$ cat src/sv/bpc_pkg.sv
// shared types, constants and helpers for the pressure compensation block
`default_nettype none
package bpc_pkg;

	localparam int DW = 32;
	localparam int CW = $clog2(DW);

	localparam logic [2:0] FAIL_LIMIT = 3'd5;
	localparam logic [2:0] FAIL_MAX = 3'd7;

	localparam logic [1:0] ST_OK = 2'd0;
	localparam logic [1:0] ST_WARN = 2'd1;
	localparam logic [1:0] ST_REPEAT = 2'd2;

	localparam logic [2:0] CFG_CAL_A = 3'd0;
	localparam logic [2:0] CFG_CAL_B = 3'd1;
	localparam logic [2:0] CFG_CAL_C = 3'd2;
	localparam logic [2:0] CFG_CAL_D = 3'd3;
	localparam logic [2:0] CFG_OSS = 3'd4;

	typedef struct packed {
		logic [18:0] raw_pressure;
		logic [15:0] raw_temp;
		logic        temp_fresh;
	} in_item_t;

	typedef struct packed {
		logic signed [10:0] temperature;
		logic [16:0]        pressure;
		logic [1:0]         status;
	} out_item_t;

	function automatic logic signed [DW-1:0] sx16(input logic [15:0] v);
		sx16 = DW'($signed(v));
	endfunction

endpackage
`default_nettype wire

$ cat src/sv/bpc_mul.sv
// bit-serial multiplier, low word of the product, one multiplier bit per cycle
`default_nettype none
module bpc_mul (
	input  wire logic                  clk,
	input  wire logic                  arst_n,
	input  wire logic                  start,
	input  wire logic [bpc_pkg::DW-1:0] a,
	input  wire logic [bpc_pkg::DW-1:0] b,
	output logic                       done,
	output logic [bpc_pkg::DW-1:0]      prod
);
	import bpc_pkg::*;

	logic [DW-1:0] a_q, b_q, acc_q;
	logic [CW-1:0] cnt_q;
	logic          busy_q, done_q;

	always_ff @(posedge clk or negedge arst_n) begin
		if (!arst_n) begin
			busy_q <= 1'b0;
			done_q <= 1'b0;
			cnt_q <= '0;
		end else begin
			done_q <= 1'b0;
			if (start) begin
				busy_q <= 1'b1;
				cnt_q <= '0;
			end else if (busy_q) begin
				cnt_q <= CW'(cnt_q + 1'b1);
				if (cnt_q == CW'(DW - 1)) begin
					busy_q <= 1'b0;
					done_q <= 1'b1;
				end
			end
		end
	end

	always_ff @(posedge clk) begin
		if (start) begin
			a_q <= a;
			b_q <= b;
			acc_q <= '0;
		end else if (busy_q) begin
			acc_q <= acc_q + (b_q[0] ? a_q : '0);
			a_q <= a_q << 1;
			b_q <= b_q >> 1;
		end
	end

	assign done = done_q;
	assign prod = acc_q;
endmodule
`default_nettype wire

$ cat src/sv/bpc_div.sv
// restoring unsigned divider, one quotient bit per cycle
`default_nettype none
module bpc_div (
	input  wire logic                  clk,
	input  wire logic                  arst_n,
	input  wire logic                  start,
	input  wire logic [bpc_pkg::DW-1:0] num,
	input  wire logic [bpc_pkg::DW-1:0] den,
	output logic                       done,
	output logic [bpc_pkg::DW-1:0]      quo
);
	import bpc_pkg::*;

	logic [DW-1:0] n_q, d_q, r_q;
	logic [CW-1:0] cnt_q;
	logic          busy_q, done_q;
	logic [DW:0]   trial;

	assign trial = {r_q, n_q[DW-1]} - {1'b0, d_q};

	always_ff @(posedge clk or negedge arst_n) begin
		if (!arst_n) begin
			busy_q <= 1'b0;
			done_q <= 1'b0;
			cnt_q <= '0;
		end else begin
			done_q <= 1'b0;
			if (start) begin
				busy_q <= 1'b1;
				cnt_q <= '0;
			end else if (busy_q) begin
				cnt_q <= CW'(cnt_q + 1'b1);
				if (cnt_q == CW'(DW - 1)) begin
					busy_q <= 1'b0;
					done_q <= 1'b1;
				end
			end
		end
	end

	// quotient bits shift into the numerator register
	always_ff @(posedge clk) begin
		if (start) begin
			n_q <= num;
			d_q <= den;
			r_q <= '0;
		end else if (busy_q) begin
			if (!trial[DW]) begin
				r_q <= trial[DW-1:0];
				n_q <= {n_q[DW-2:0], 1'b1};
			end else begin
				r_q <= {r_q[DW-2:0], n_q[DW-1]};
				n_q <= {n_q[DW-2:0], 1'b0};
			end
		end
	end

	assign done = done_q;
	assign quo = n_q;
endmodule
`default_nettype wire

$ cat src/sv/baro_temp_pressure_compensation_top.sv
// Barometric temperature and pressure compensation. One raw pressure sample
// (with an optional fresh raw temperature) is taken per transfer and gives one
// result: last good temperature in tenths of a degree, last good pressure in
// pascals and a status. A result is loaded into the output register after
// thirteen steps, each an issue state and a wait for the one-bit-per-cycle
// iterations of the shared bit-serial multiplier (eleven products) or the
// serial divider (two quotients); a zero denominator ends an item early. The
// next input transfer is taken only once the block is back in its idle state,
// so items never overlap. A finished result waits in the output register
// while the next item is accepted. A result that cannot be loaded because the
// previous one is still stalled holds the block until it can. Calibration
// registers must be written through the cfg port only while the block is idle;
// the block does not enforce this. cfg_ready is always high.
`default_nettype none
module baro_temp_pressure_compensation_top (
	input  wire logic               clk,
	input  wire logic               arst_n,
	input  wire logic               in_valid,
	output logic                    in_stall,
	input  wire bpc_pkg::in_item_t  in_data,
	output logic                    out_valid,
	input  wire logic               out_stall,
	output bpc_pkg::out_item_t      out_data,
	input  wire logic               cfg_valid,
	output logic                    cfg_ready,
	input  wire logic [2:0]         cfg_index,
	input  wire logic [47:0]        cfg_data
);
	import bpc_pkg::*;

	typedef enum logic [3:0] {
		S_IDLE   = 4'b0001,
		S_ISSUE  = 4'b0010,
		S_WAIT   = 4'b0100,
		S_FINISH = 4'b1000
	} state_t;

	typedef enum logic [3:0] {
		OP_X1T, OP_X2T, OP_SQ, OP_X1P, OP_X2P, OP_X1Q, OP_X2Q,
		OP_B4, OP_B7, OP_Q, OP_PP, OP_P1, OP_P2
	} op_t;

	state_t state_q;
	op_t    op_q;

	logic [47:0] cal_a_q, cal_b_q;
	logic [31:0] cal_c_q, cal_d_q;
	logic [1:0]  oss_q;
	logic [15:0] held_q;
	logic [2:0]  fail_q;
	logic signed [10:0] good_t_q;
	logic [16:0] good_p_q;
	logic        out_valid_q;
	out_item_t   out_q;

	logic [18:0] up_q;
	logic        bad_q;
	logic signed [31:0] x1_q, den_q, b6_q, sq_q, tmp_q, b3_q, p_q, t_q;
	logic [31:0] b4_q, b7_q;

	logic signed [31:0] ac1, ac2, ac3, b1, b2, mc, md;
	logic [31:0] ac4, ac5, ac6;

	assign ac1 = sx16(cal_a_q[47:32]);
	assign ac2 = sx16(cal_a_q[31:16]);
	assign ac3 = sx16(cal_a_q[15:0]);
	assign ac4 = {16'd0, cal_b_q[47:32]};
	assign ac5 = {16'd0, cal_b_q[31:16]};
	assign ac6 = {16'd0, cal_b_q[15:0]};
	assign b1 = sx16(cal_c_q[31:16]);
	assign b2 = sx16(cal_c_q[15:0]);
	assign mc = sx16(cal_d_q[31:16]);
	assign md = sx16(cal_d_q[15:0]);

	// unit operands
	logic [31:0] mul_a, mul_b, div_n, div_d, mres, dres;
	logic        use_div, mul_start, div_start, mul_done, div_done, unit_done;
	logic signed [31:0] mcs, mres_s, pshr;

	assign mcs = mc <<< 11;
	assign pshr = p_q >>> 8;

	always_comb begin
		mul_a = '0;
		mul_b = '0;
		div_n = '0;
		div_d = '0;
		use_div = 1'b0;
		case (op_q)
			OP_X1T: begin
				mul_a = {16'd0, held_q} - ac6;
				mul_b = ac5;
			end
			OP_X2T: begin
				use_div = 1'b1;
				div_n = mcs[31] ? 32'(-mcs) : mcs;
				div_d = den_q[31] ? 32'(-den_q) : den_q;
			end
			OP_SQ: begin
				mul_a = b6_q;
				mul_b = b6_q;
			end
			OP_X1P: begin
				mul_a = b2;
				mul_b = sq_q;
			end
			OP_X2P: begin
				mul_a = ac2;
				mul_b = b6_q;
			end
			OP_X1Q: begin
				mul_a = ac3;
				mul_b = b6_q;
			end
			OP_X2Q: begin
				mul_a = b1;
				mul_b = sq_q;
			end
			OP_B4: begin
				mul_a = ac4;
				mul_b = tmp_q + 32'sd32768;
			end
			OP_B7: begin
				mul_a = {13'd0, up_q} - b3_q;
				mul_b = 32'd50000 >> oss_q;
			end
			OP_Q: begin
				use_div = 1'b1;
				div_n = b7_q[31] ? b7_q : (b7_q << 1);
				div_d = b4_q;
			end
			OP_PP: begin
				mul_a = pshr;
				mul_b = pshr;
			end
			OP_P1: begin
				mul_a = tmp_q;
				mul_b = 32'd3038;
			end
			OP_P2: begin
				mul_a = 32'($signed(-32'sd7357));
				mul_b = p_q;
			end
			default: begin
				mul_a = '0;
			end
		endcase
	end

	assign mul_start = (state_q == S_ISSUE) && !use_div;
	assign div_start = (state_q == S_ISSUE) && use_div;
	assign unit_done = use_div ? div_done : mul_done;

	bpc_mul u_mul (
		.clk(clk), .arst_n(arst_n), .start(mul_start),
		.a(mul_a), .b(mul_b), .done(mul_done), .prod(mres)
	);

	bpc_div u_div (
		.clk(clk), .arst_n(arst_n), .start(div_start),
		.num(div_n), .den(div_d), .done(div_done), .quo(dres)
	);

	// post-processing of each step
	logic signed [31:0] x1t_c, den_c, q_c, b5_c, x3p_c, sum1_c, shl_c, b3_c;
	logic signed [31:0] x3q_c, pf_c;

	assign mres_s = $signed(mres);
	assign x1t_c = mres_s >>> 15;
	assign den_c = x1t_c + md;
	assign q_c = (mcs[31] ^ den_q[31]) ? 32'(-$signed(dres)) : $signed(dres);
	assign b5_c = x1_q + q_c;
	assign x3p_c = tmp_q + (mres_s >>> 11);
	assign sum1_c = (ac1 <<< 2) + x3p_c;
	assign shl_c = sum1_c <<< oss_q;
	assign b3_c = (shl_c + 32'sd2) >>> 2;
	assign x3q_c = (tmp_q + (mres_s >>> 16) + 32'sd2) >>> 2;
	assign pf_c = p_q + ((tmp_q + (mres_s >>> 16) + 32'sd3791) >>> 4);

	// result check
	logic       ok_c;
	logic [2:0] fail_nx;

	assign ok_c = !bad_q && (up_q != '0) && (p_q >= 32'sd30000) && (p_q <= 32'sd120000)
		&& (t_q >= -32'sd500) && (t_q <= 32'sd700);
	assign fail_nx = (fail_q < FAIL_MAX) ? 3'(fail_q + 1'b1) : fail_q;

	always_ff @(posedge clk or negedge arst_n) begin
		if (!arst_n) begin
			state_q <= S_IDLE;
			op_q <= OP_X1T;
			cal_a_q <= '0;
			cal_b_q <= '0;
			cal_c_q <= '0;
			cal_d_q <= '0;
			oss_q <= 2'd2;
			held_q <= '0;
			fail_q <= '0;
			good_t_q <= 11'sd250;
			good_p_q <= 17'd101325;
			out_valid_q <= 1'b0;
			bad_q <= 1'b0;
		end else begin
			if (cfg_valid) begin
				case (cfg_index)
					CFG_CAL_A: cal_a_q <= cfg_data;
					CFG_CAL_B: cal_b_q <= cfg_data;
					CFG_CAL_C: cal_c_q <= cfg_data[31:0];
					CFG_CAL_D: cal_d_q <= cfg_data[31:0];
					CFG_OSS:   oss_q <= cfg_data[1:0];
					default: begin
					end
				endcase
			end
			if (state_q == S_FINISH && (!out_valid_q || !out_stall))
				out_valid_q <= 1'b1;
			else if (out_valid_q && !out_stall)
				out_valid_q <= 1'b0;
			case (state_q)
				S_IDLE: begin
					if (in_valid) begin
						if (in_data.temp_fresh)
							held_q <= in_data.raw_temp;
						bad_q <= 1'b0;
						op_q <= OP_X1T;
						state_q <= S_ISSUE;
					end
				end
				S_ISSUE: state_q <= S_WAIT;
				S_WAIT: begin
					if (unit_done) begin
						op_q <= op_t'(4'(op_q + 4'd1));
						state_q <= S_ISSUE;
						case (op_q)
							OP_X1T: if (den_c == '0) begin
								bad_q <= 1'b1;
								state_q <= S_FINISH;
							end
							OP_B4: if (mres[31:15] == '0) begin
								bad_q <= 1'b1;
								state_q <= S_FINISH;
							end
							OP_P2: state_q <= S_FINISH;
							default: begin
							end
						endcase
					end
				end
				S_FINISH: begin
					if (!out_valid_q || !out_stall) begin
						state_q <= S_IDLE;
						if (ok_c) begin
							good_t_q <= t_q[10:0];
							good_p_q <= p_q[16:0];
							fail_q <= '0;
						end else begin
							fail_q <= fail_nx;
						end
					end
				end
				default: state_q <= S_IDLE;
			endcase
		end
	end

	// datapath registers
	always_ff @(posedge clk) begin
		if (state_q == S_IDLE && in_valid)
			up_q <= in_data.raw_pressure;
		if (state_q == S_WAIT && unit_done) begin
			case (op_q)
				OP_X1T: begin
					x1_q <= x1t_c;
					den_q <= den_c;
				end
				OP_X2T: begin
					b6_q <= b5_c - 32'sd4000;
					t_q <= (b5_c + 32'sd8) >>> 4;
				end
				OP_SQ:  sq_q <= mres_s >>> 12;
				OP_X1P: tmp_q <= mres_s >>> 11;
				OP_X2P: b3_q <= b3_c;
				OP_X1Q: tmp_q <= mres_s >>> 13;
				OP_X2Q: tmp_q <= x3q_c;
				OP_B4:  b4_q <= mres >> 15;
				OP_B7:  b7_q <= mres;
				OP_Q:   p_q <= b7_q[31] ? $signed(dres << 1) : $signed(dres);
				OP_PP:  tmp_q <= mres_s;
				OP_P1:  tmp_q <= mres_s >>> 16;
				OP_P2:  p_q <= pf_c;
				default: begin
				end
			endcase
		end
		if (state_q == S_FINISH && (!out_valid_q || !out_stall)) begin
			if (ok_c) begin
				out_q.temperature <= t_q[10:0];
				out_q.pressure <= p_q[16:0];
				out_q.status <= ST_OK;
			end else begin
				out_q.temperature <= good_t_q;
				out_q.pressure <= good_p_q;
				out_q.status <= (fail_nx >= FAIL_LIMIT) ? ST_REPEAT : ST_WARN;
			end
		end
	end

	assign in_stall = (state_q != S_IDLE);
	assign out_valid = out_valid_q;
	assign out_data = out_q;
	assign cfg_ready = 1'b1;
endmodule
`default_nettype wire
$ cat config.mk
export PLATFORM = sky130hd
export DESIGN_NAME = baro_temp_pressure_compensation_top
export DESIGN_NICKNAME = d
export VERILOG_FILES = /design/src/sv/bpc_pkg.sv /design/src/sv/bpc_mul.sv /design/src/sv/bpc_div.sv /design/src/sv/baro_temp_pressure_compensation_top.sv
export SDC_FILE = /design/constraint.sdc
export NUM_CORES = 2
export LEC_CHECK = 0
export BUFFER_PORTS_ARGS = -buffer_cell sky130_fd_sc_hd__buf_4
export CORE_MARGIN = 1
export CORE_UTILIZATION = 50
export DETAILED_ROUTE_END_ITERATION = 6
export PLACE_DENSITY = 0.66
export RECOVER_POWER = 100
export SLEW_MARGIN = 15
export SYNTH_ARGS = -nofsm -noshare
export SYNTH_HDL_FRONTEND = slang
export SYNTH_SLANG_ARGS = --single-unit
$ cat constraint.sdc
create_clock -name clk -period 17.1 [get_ports clk]
set_input_delay 3.42 -clock clk [delete_from_list [all_inputs] [get_ports clk]]
set_output_delay 3.42 -clock clk [all_outputs]
set_load 0.03 [all_outputs]
Word-level counts from Yosys, hierarchy flattened
Index checks and enable logic that the tools add are counted.
- output and inout bits: 33
- register bits: 746
- input bits: 92
- bitwise operators: 1
- reduce and logical (&&, ||, !) cells: 49
- add/subtract/negate cells: 23
- shift operators: 2
- eq/ne operators: 29
- $lt $le $gt $ge: 6
- muxes and demuxes: 60
- operators with widths (cell ; count):
    two-way mux 32 bit ; 13
    case mux 32 bit (11 select lines) ; 1
    case mux 32 bit (8 select lines) ; 1
    case mux 32 bit (2 select lines) ; 3
    case mux 32 bit (5 select lines) ; 1
    adder 32 x 3 -> 32 bit (second input constant) ; 2
    negator 32 bit ; 2
    subtractor 33 x 32 -> 33 bit ; 1
    adder 17 x 32 -> 32 bit ; 1
    adder 18 x 32 -> 32 bit ; 1
    adder 32 x 13 -> 32 bit (second input constant) ; 1
    adder 32 x 16 -> 32 bit ; 1
    adder 32 x 17 -> 32 bit (second input constant) ; 1
    adder 32 x 21 -> 32 bit ; 1
    adder 32 x 28 -> 32 bit ; 1
    adder 32 bit ; 1
    adder 32 x 5 -> 32 bit (second input constant) ; 1
    >= comparator 32 x 16 -> 1 bit (second input constant) ; 1
    less-or-equal comparator 32 x 18 -> 1 bit (second input constant) ; 1
    zero test 32 bit ; 1
    negator 27 -> 32 bit ; 1
    >> shifter 16 x 2 -> 32 bit (first input constant) ; 1
    <<< shifter 32 x 2 -> 32 bit ; 1
    subtractor 32 x 13 -> 32 bit (second input constant) ; 1
    other kinds (47) ; 130

Logic depth before layout (Yosys ltp)
- depth in word-level cells: 7
- gate-level depth with buffers: 27

Cells and area by module
From an unflattened synthesis, not the netlist that was laid out.
- cells, all modules: 4948
- area total of the unflattened synthesis: 49635.1 um^2
- by module, submodules not included (module ; cells each ; area an instance (um^2) ; instances):
    baro_temp_pressure_compensation_top ; 3845 ; 37662.4 ; 1
    bpc_mul ; 537 ; 6005.8 ; 1
    bpc_div ; 566 ; 5967.0 ; 1

Worst setup path before layout
Ideal clock, no wire load.
- path type: register to register
- from: reg u_mul.acc_q[18] (netlist: u_mul.prod[18])
- to: reg p_q[30], data pin
- cell stages (with the launch flop): 24
- library setup time: 0.269 ns
- arrival time: 5.750 ns
- path buffers: 0
- data required time: 16.831 ns
- path slack: 11.081 ns
- cells stage by stage: dfxtp_1 ha_1 nor2b_1 o31a_1 o221a_2 o311a_1 o311ai_2 or3b_2 o21ai_0 nand2b_1 or3_1 xnor2_1 ha_1 a21o_1 a21o_1 a21o_1 a21oi_1 o2bb2ai_1 o2111ai_1 a21boi_0 or4_1 a31oi_1 xor2_1 o21ai_0
- longest elaborated chain between the ends: 4
- ends and longest elaborated chain (what ; RTL line ; text):
    from (decl) ; bpc_mul.sv:14 ; logic [DW-1:0] a_q, b_q, acc_q;
    from (signal assigned) ; bpc_mul.sv:44 ; acc_q <= acc_q + (b_q[0] ? a_q : '0);
    adder 32 x 16 -> 32 bit ; baro_temp_pressure_compensation_top.sv:178 ; assign pf_c = p_q + ((tmp_q + (mres_s >>> 16) + 32'sd3791) >>> 4);
    adder 32 x 13 -> 32 bit ; baro_temp_pressure_compensation_top.sv:178 ;
    adder 32 x 28 -> 32 bit ; baro_temp_pressure_compensation_top.sv:178 ;
    case mux 32 bit (2 select lines) ; baro_temp_pressure_compensation_top.sv:271 ; case (op_q)
    to (signal assigned) ; baro_temp_pressure_compensation_top.sv:287 ; OP_Q: p_q <= b7_q[31] ? $signed(dres << 1) : $signed(dres);
    to (signal assigned) ; baro_temp_pressure_compensation_top.sv:290 ; OP_P2: p_q <= pf_c;
    to (decl) ; baro_temp_pressure_compensation_top.sv:58 ; logic signed [31:0] x1_q, den_q, b6_q, sq_q, tmp_q, b3_q, p_q, t_q;
No other way between the ends.
A chain may end at the register's enable or synchronous reset.

==> impl_metrics.xml <==
<?xml version="1.0" encoding="UTF-8"?>
<metrics>
  <group name="sta">
    <metric name="max-slew-margin-rel" unit="">-2.95</metric>
    <metric name="setup_slack" unit="ps">6420</metric>
    <metric name="totalNegativeSetupSlack" unit="ps">0</metric>
    <metric name="final_max_slew_viol_count" unit="">1488</metric>
    <metric name="finalSetupViolations" unit="">0</metric>
    <metric name="worst_clock_skew" unit="ps">53.9</metric>
    <metric name="final_period_minus_worst_setup_slack" unit="ps">10680</metric>
    <metric name="rsz0062_at_grt" unit="">false</metric>
    <metric name="maxClockFrequency" unit="MHz">93.7</metric>
    <metric name="hold_viol" unit="">0</metric>
    <metric name="post-route-period-util" unit="">0.624</metric>
    <metric name="worst_slew_pin_tran" unit="ps">5930</metric>
  </group>
  <group name="final_layout">
    <metric name="area_delta_synth_final" unit="%">9.63</metric>
    <metric name="layout_commonest_cell" unit="">sky130_fd_sc_hd__nand2_1</metric>
    <metric name="layout_common_cells" unit="">511 x sky130_fd_sc_hd__nand2_1, 435 x sky130_fd_sc_hd__edfxtp_1, 330 x sky130_fd_sc_hd__nor2_1</metric>
    <metric name="layout.nets" unit="">5401</metric>
    <metric name="fillerInstances" unit="">8642</metric>
    <metric name="drive_above_1_share" unit="">0.0988</metric>
  </group>
  <group name="routing">
    <metric name="ant_nets" unit="">0</metric>
    <metric name="drt_iter0_markers" unit="">4613</metric>
    <metric name="vias_per_cell" unit="">6.31</metric>
    <metric name="drt_pre_antenna_iters" unit="">7</metric>
    <metric name="vias" unit="">40075</metric>
    <metric name="wl_per_cell" unit="um">25.3</metric>
    <metric name="drc" unit="">0</metric>
    <metric name="detail_route.wirelength" unit="um">160000</metric>
  </group>
  <group name="synth">
    <metric name="postSynthRegisterBits" unit="">732</metric>
    <metric name="synth.cell_area" unit="um^2">48600</metric>
    <metric name="ys_types" unit="">106</metric>
    <metric name="postSynthAreaPerCell" unit="um^2">9.83</metric>
    <metric name="synthDominantCellAreaShare" unit="">0.269</metric>
    <metric name="dominantRegCellSynth" unit="">sky130_fd_sc_hd__edfxtp_1</metric>
    <metric name="post_synth_inst_count" unit="">4944</metric>
    <metric name="edff_count_synth" unit="">435</metric>
    <metric name="synthArstFlopShare" unit="">0.318</metric>
    <metric name="synth_top_cell_by_area" unit="">sky130_fd_sc_hd__edfxtp_1</metric>
    <metric name="yosys-top-cells-area" unit="">sky130_fd_sc_hd__edfxtp_1 27%, sky130_fd_sc_hd__dfrtp_1 11%, sky130_fd_sc_hd__ha_1 6.8%, sky130_fd_sc_hd__mux2_2 4.6%, sky130_fd_sc_hd__xnor2_1 4.1%</metric>
    <metric name="yosys_warnings" unit="">0</metric>
    <metric name="seq_area_frac_synth" unit="">0.415</metric>
  </group>
  <group name="pwr">
    <metric name="power.leakage" unit="uW">0.0210</metric>
    <metric name="pwr_density_cell" unit="nW/um^2">212</metric>
    <metric name="irDropWorstVdd" unit="uV">113</metric>
  </group>
  <group name="outcome">
    <metric name="outcome" unit="">finished with violations</metric>
    <metric name="violations" unit="">max-capacitance violations, max-slew violations</metric>
  </group>
  <group name="clock_network">
    <metric name="cts_buffer_depth" unit="">3</metric>
    <metric name="cts_sinks" unit="">732</metric>
    <metric name="tritoncts_clock_tree" unit="">yes</metric>
    <metric name="path_clk_slew" unit="ps">60</metric>
    <metric name="holdBufCountCts" unit="">0</metric>
    <metric name="clk_root_buffer_cell" unit="">sky130_fd_sc_hd__clkbuf_16</metric>
    <metric name="post_cts.resized_instances" unit="">0</metric>
    <metric name="inserted_clock_buffers" unit="">82</metric>
    <metric name="post_cts.repair.setup_buffers" unit="">0</metric>
    <metric name="clock_insertion_delay_worst_skew" unit="ps">710</metric>
    <metric name="h_tree_depth" unit="">3</metric>
  </group>
  <group name="floorplan">
    <metric name="boundaryPins" unit="">125</metric>
    <metric name="initial_utilization" unit="">0.503</metric>
    <metric name="die_w" unit="um">314</metric>
    <metric name="die_y" unit="um">314</metric>
    <metric name="overall_die_area" unit="um^2">98500</metric>
    <metric name="coreArea" unit="um^2">96600</metric>
    <metric name="row_count" unit="">114</metric>
  </group>
  <group name="worst_setup_path">
    <metric name="critPathArrivalTime" unit="ps">10590</metric>
    <metric name="cp_cell_sequence" unit="">clkbuf_1, clkbuf_1</metric>
    <metric name="timing.critical_path.slowest_stage_cell" unit="">sky130_fd_sc_hd__clkbuf_1</metric>
    <metric name="cp_common_cell" unit="">sky130_fd_sc_hd__clkbuf_1</metric>
    <metric name="worst_setup_path_type" unit="">in2async</metric>
    <metric name="timing.critical_path.to_type" unit="">asynchronous set/reset pin</metric>
    <metric name="worstPathBufferInverterCount" unit="">2</metric>
    <metric name="crit_path_max_incr_delay" unit="ps">4060</metric>
    <metric name="timing.critical_path.max_delay_family" unit="">buffers and inverters</metric>
    <metric name="setup.worst_path.start_class" unit="">input pin</metric>
    <metric name="cp_data_required_time" unit="ps">17020</metric>
    <metric name="critPathMaxFanout" unit="">103</metric>
  </group>
  <group name="placement">
    <metric name="numPortBuffers" unit="">123</metric>
    <metric name="gpl.final_weighted_congestion" unit="">0.977</metric>
    <metric name="dp.final_hpwl" unit="um">119000</metric>
    <metric name="place_ws" unit="ps">10160</metric>
  </group>
  <group name="global_routing">
    <metric name="largest_net_degree_at_the_start_of_global_routing" unit="">104</metric>
    <metric name="grt_first_pass_wirelength" unit="um">238000</metric>
    <metric name="vias_in_the_first_global_route" unit="">38088</metric>
    <metric name="initial_antenna_violation_count" unit="">8</metric>
    <metric name="grt_use_total" unit="">0.322</metric>
    <metric name="total_gr_overflow" unit="">0</metric>
  </group>
  <group name="worst_hold_path">
    <metric name="classification_of_the_worst_slack_hold_path" unit="">reg2reg</metric>
  </group>
  <group name="run">
    <metric name="drv_cap" unit="">42</metric>
  </group>
</metrics>
==> stage by stage <==
stage,utilization,cells,power [uW],hold slack [ps],area [um^2]
3_5_place_dp,0.528,6198,9420,478,51000
2_1_floorplan,-,4957,7700,446,48700
6_report,0.552,6353,11300,478,53300
4_1_cts,0.556,6349,11300,484,53700
3_3_place_gp,0.528,6198,9350,467,51000
5_1_grt,0.552,6349,12100,518,53300
==> cell families (layout without fill, tap and decap cells) <==
kind of cell,count (synthesis),after routing,share of synthesized area
compound gates,1305,1305,0.179
fa+ha+maj,303,303,0.0838
mux,319,319,0.0708
xor+xnor,398,398,0.0720
buf+inv,410,526,0.0320
other cells,2,19,0.000154
simple gates,1475,1475,0.147
flops,732,732,0.415
==> area by class of cell <==
class / count / area [um^2] / area share
multi-input cells: 3815 / 26900 / 0.505
flip-flops and latches: 732 / 20200 / 0.379
clock buffers: 114 / 2290 / 0.0430
well taps: 1276 / 1600 / 0.0300
repair buffers: 195 / 1150 / 0.0216
inverters: 180 / 676 / 0.0127
clock inverters: 37 / 464 / 0.00871
diodes: 4 / 10.0 / 0.000188
==> sequential cells by signal (all words and copies together), names as in the netlist, 18 cells and up <==
| name | cells |
|---|---|
| b3_q | 30 |
| u_mul.prod | 32 |
| u_div.r_q | 32 |
| p_q | 32 |
| cal_c_q | 32 |
| out_data | 30 |
| u_mul.b_q | 32 |
| u_mul.a_q | 32 |
| b7_q | 32 |
| u_div.quo | 32 |
| den_q | 18 |
| cal_a_q | 48 |
| u_div.d_q | 32 |
| b6_q | 32 |
| t_q | 28 |
| cal_b_q | 48 |
| up_q | 19 |
| sq_q | 20 |
| cal_d_q | 32 |
| tmp_q | 32 |
==> final timing paths <==
check	from	depth (start not counted)	slack [ps]	to
max	arst_n	2	6420	cal_b_q[0]$_DFFE_PN0P_
min	u_div.r_q[29]$_SDFFE_PP0P_	2	480	u_div.r_q[29]$_SDFFE_PP0P_
max reg2reg	op_q[1]$_DFFE_PN0P_	9	8360	u_mul.a_q[23]$_DFFE_PP_
min reg2reg	u_div.r_q[29]$_SDFFE_PP0P_	2	480	u_div.r_q[29]$_SDFFE_PP0P_
max in group clk	op_q[1]$_DFFE_PN0P_	9	8360	u_mul.a_q[23]$_DFFE_PP_
min in group asynchronous	arst_n	1	4940	u_div.cnt_q[3]$_DFFE_PN0P_
==> worst register-to-register path, delay by kind of cell (launching register included) <==
kind | cells | cell delay (ps)
adder cells (fa/ha/maj) | 1 | 290
buffers and inverters | 2 | 2660
flip-flops | 1 | 410
AO/OA/AOI/OAI | 4 | 3100
AND/OR/NAND/NOR | 2 | 2100
==> synthesized netlist by cell type, types with 84 or more instances <==
cell type,count
sky130_fd_sc_hd__edfxtp_1,435
sky130_fd_sc_hd__clkbuf_1,182
sky130_fd_sc_hd__o21ai_0,306
sky130_fd_sc_hd__mux2i_1,120
sky130_fd_sc_hd__ha_1,265
sky130_fd_sc_hd__nor3_1,84
sky130_fd_sc_hd__xnor2_1,229
sky130_fd_sc_hd__inv_1,178
sky130_fd_sc_hd__a21o_1,107
sky130_fd_sc_hd__xor2_1,168
sky130_fd_sc_hd__nor2_1,333
sky130_fd_sc_hd__nand2_1,513
sky130_fd_sc_hd__nand3_1,98
sky130_fd_sc_hd__dfrtp_1,215
sky130_fd_sc_hd__a21oi_1,277
sky130_fd_sc_hd__mux2_2,198
==> metal layers <==
metal / global-route usage / vias up / routed length [um]
met5: 0 / - / 33
met4: 0.138 / 4 / 7730
met1: 0.435 / 19379 / 66400
li1: - / 18490 / -
met2: 0.505 / 1854 / 71700
met3: 0.0616 / 348 / 14600
==> report_power, final <==
group          switching, uW  internal (uW)  total [uW]
logic                   4010           2610        6620
registers                376           2500        2880
clock network            782           1040        1820
total                   5170           6150       11300
(Power assumes the default switching activity.)
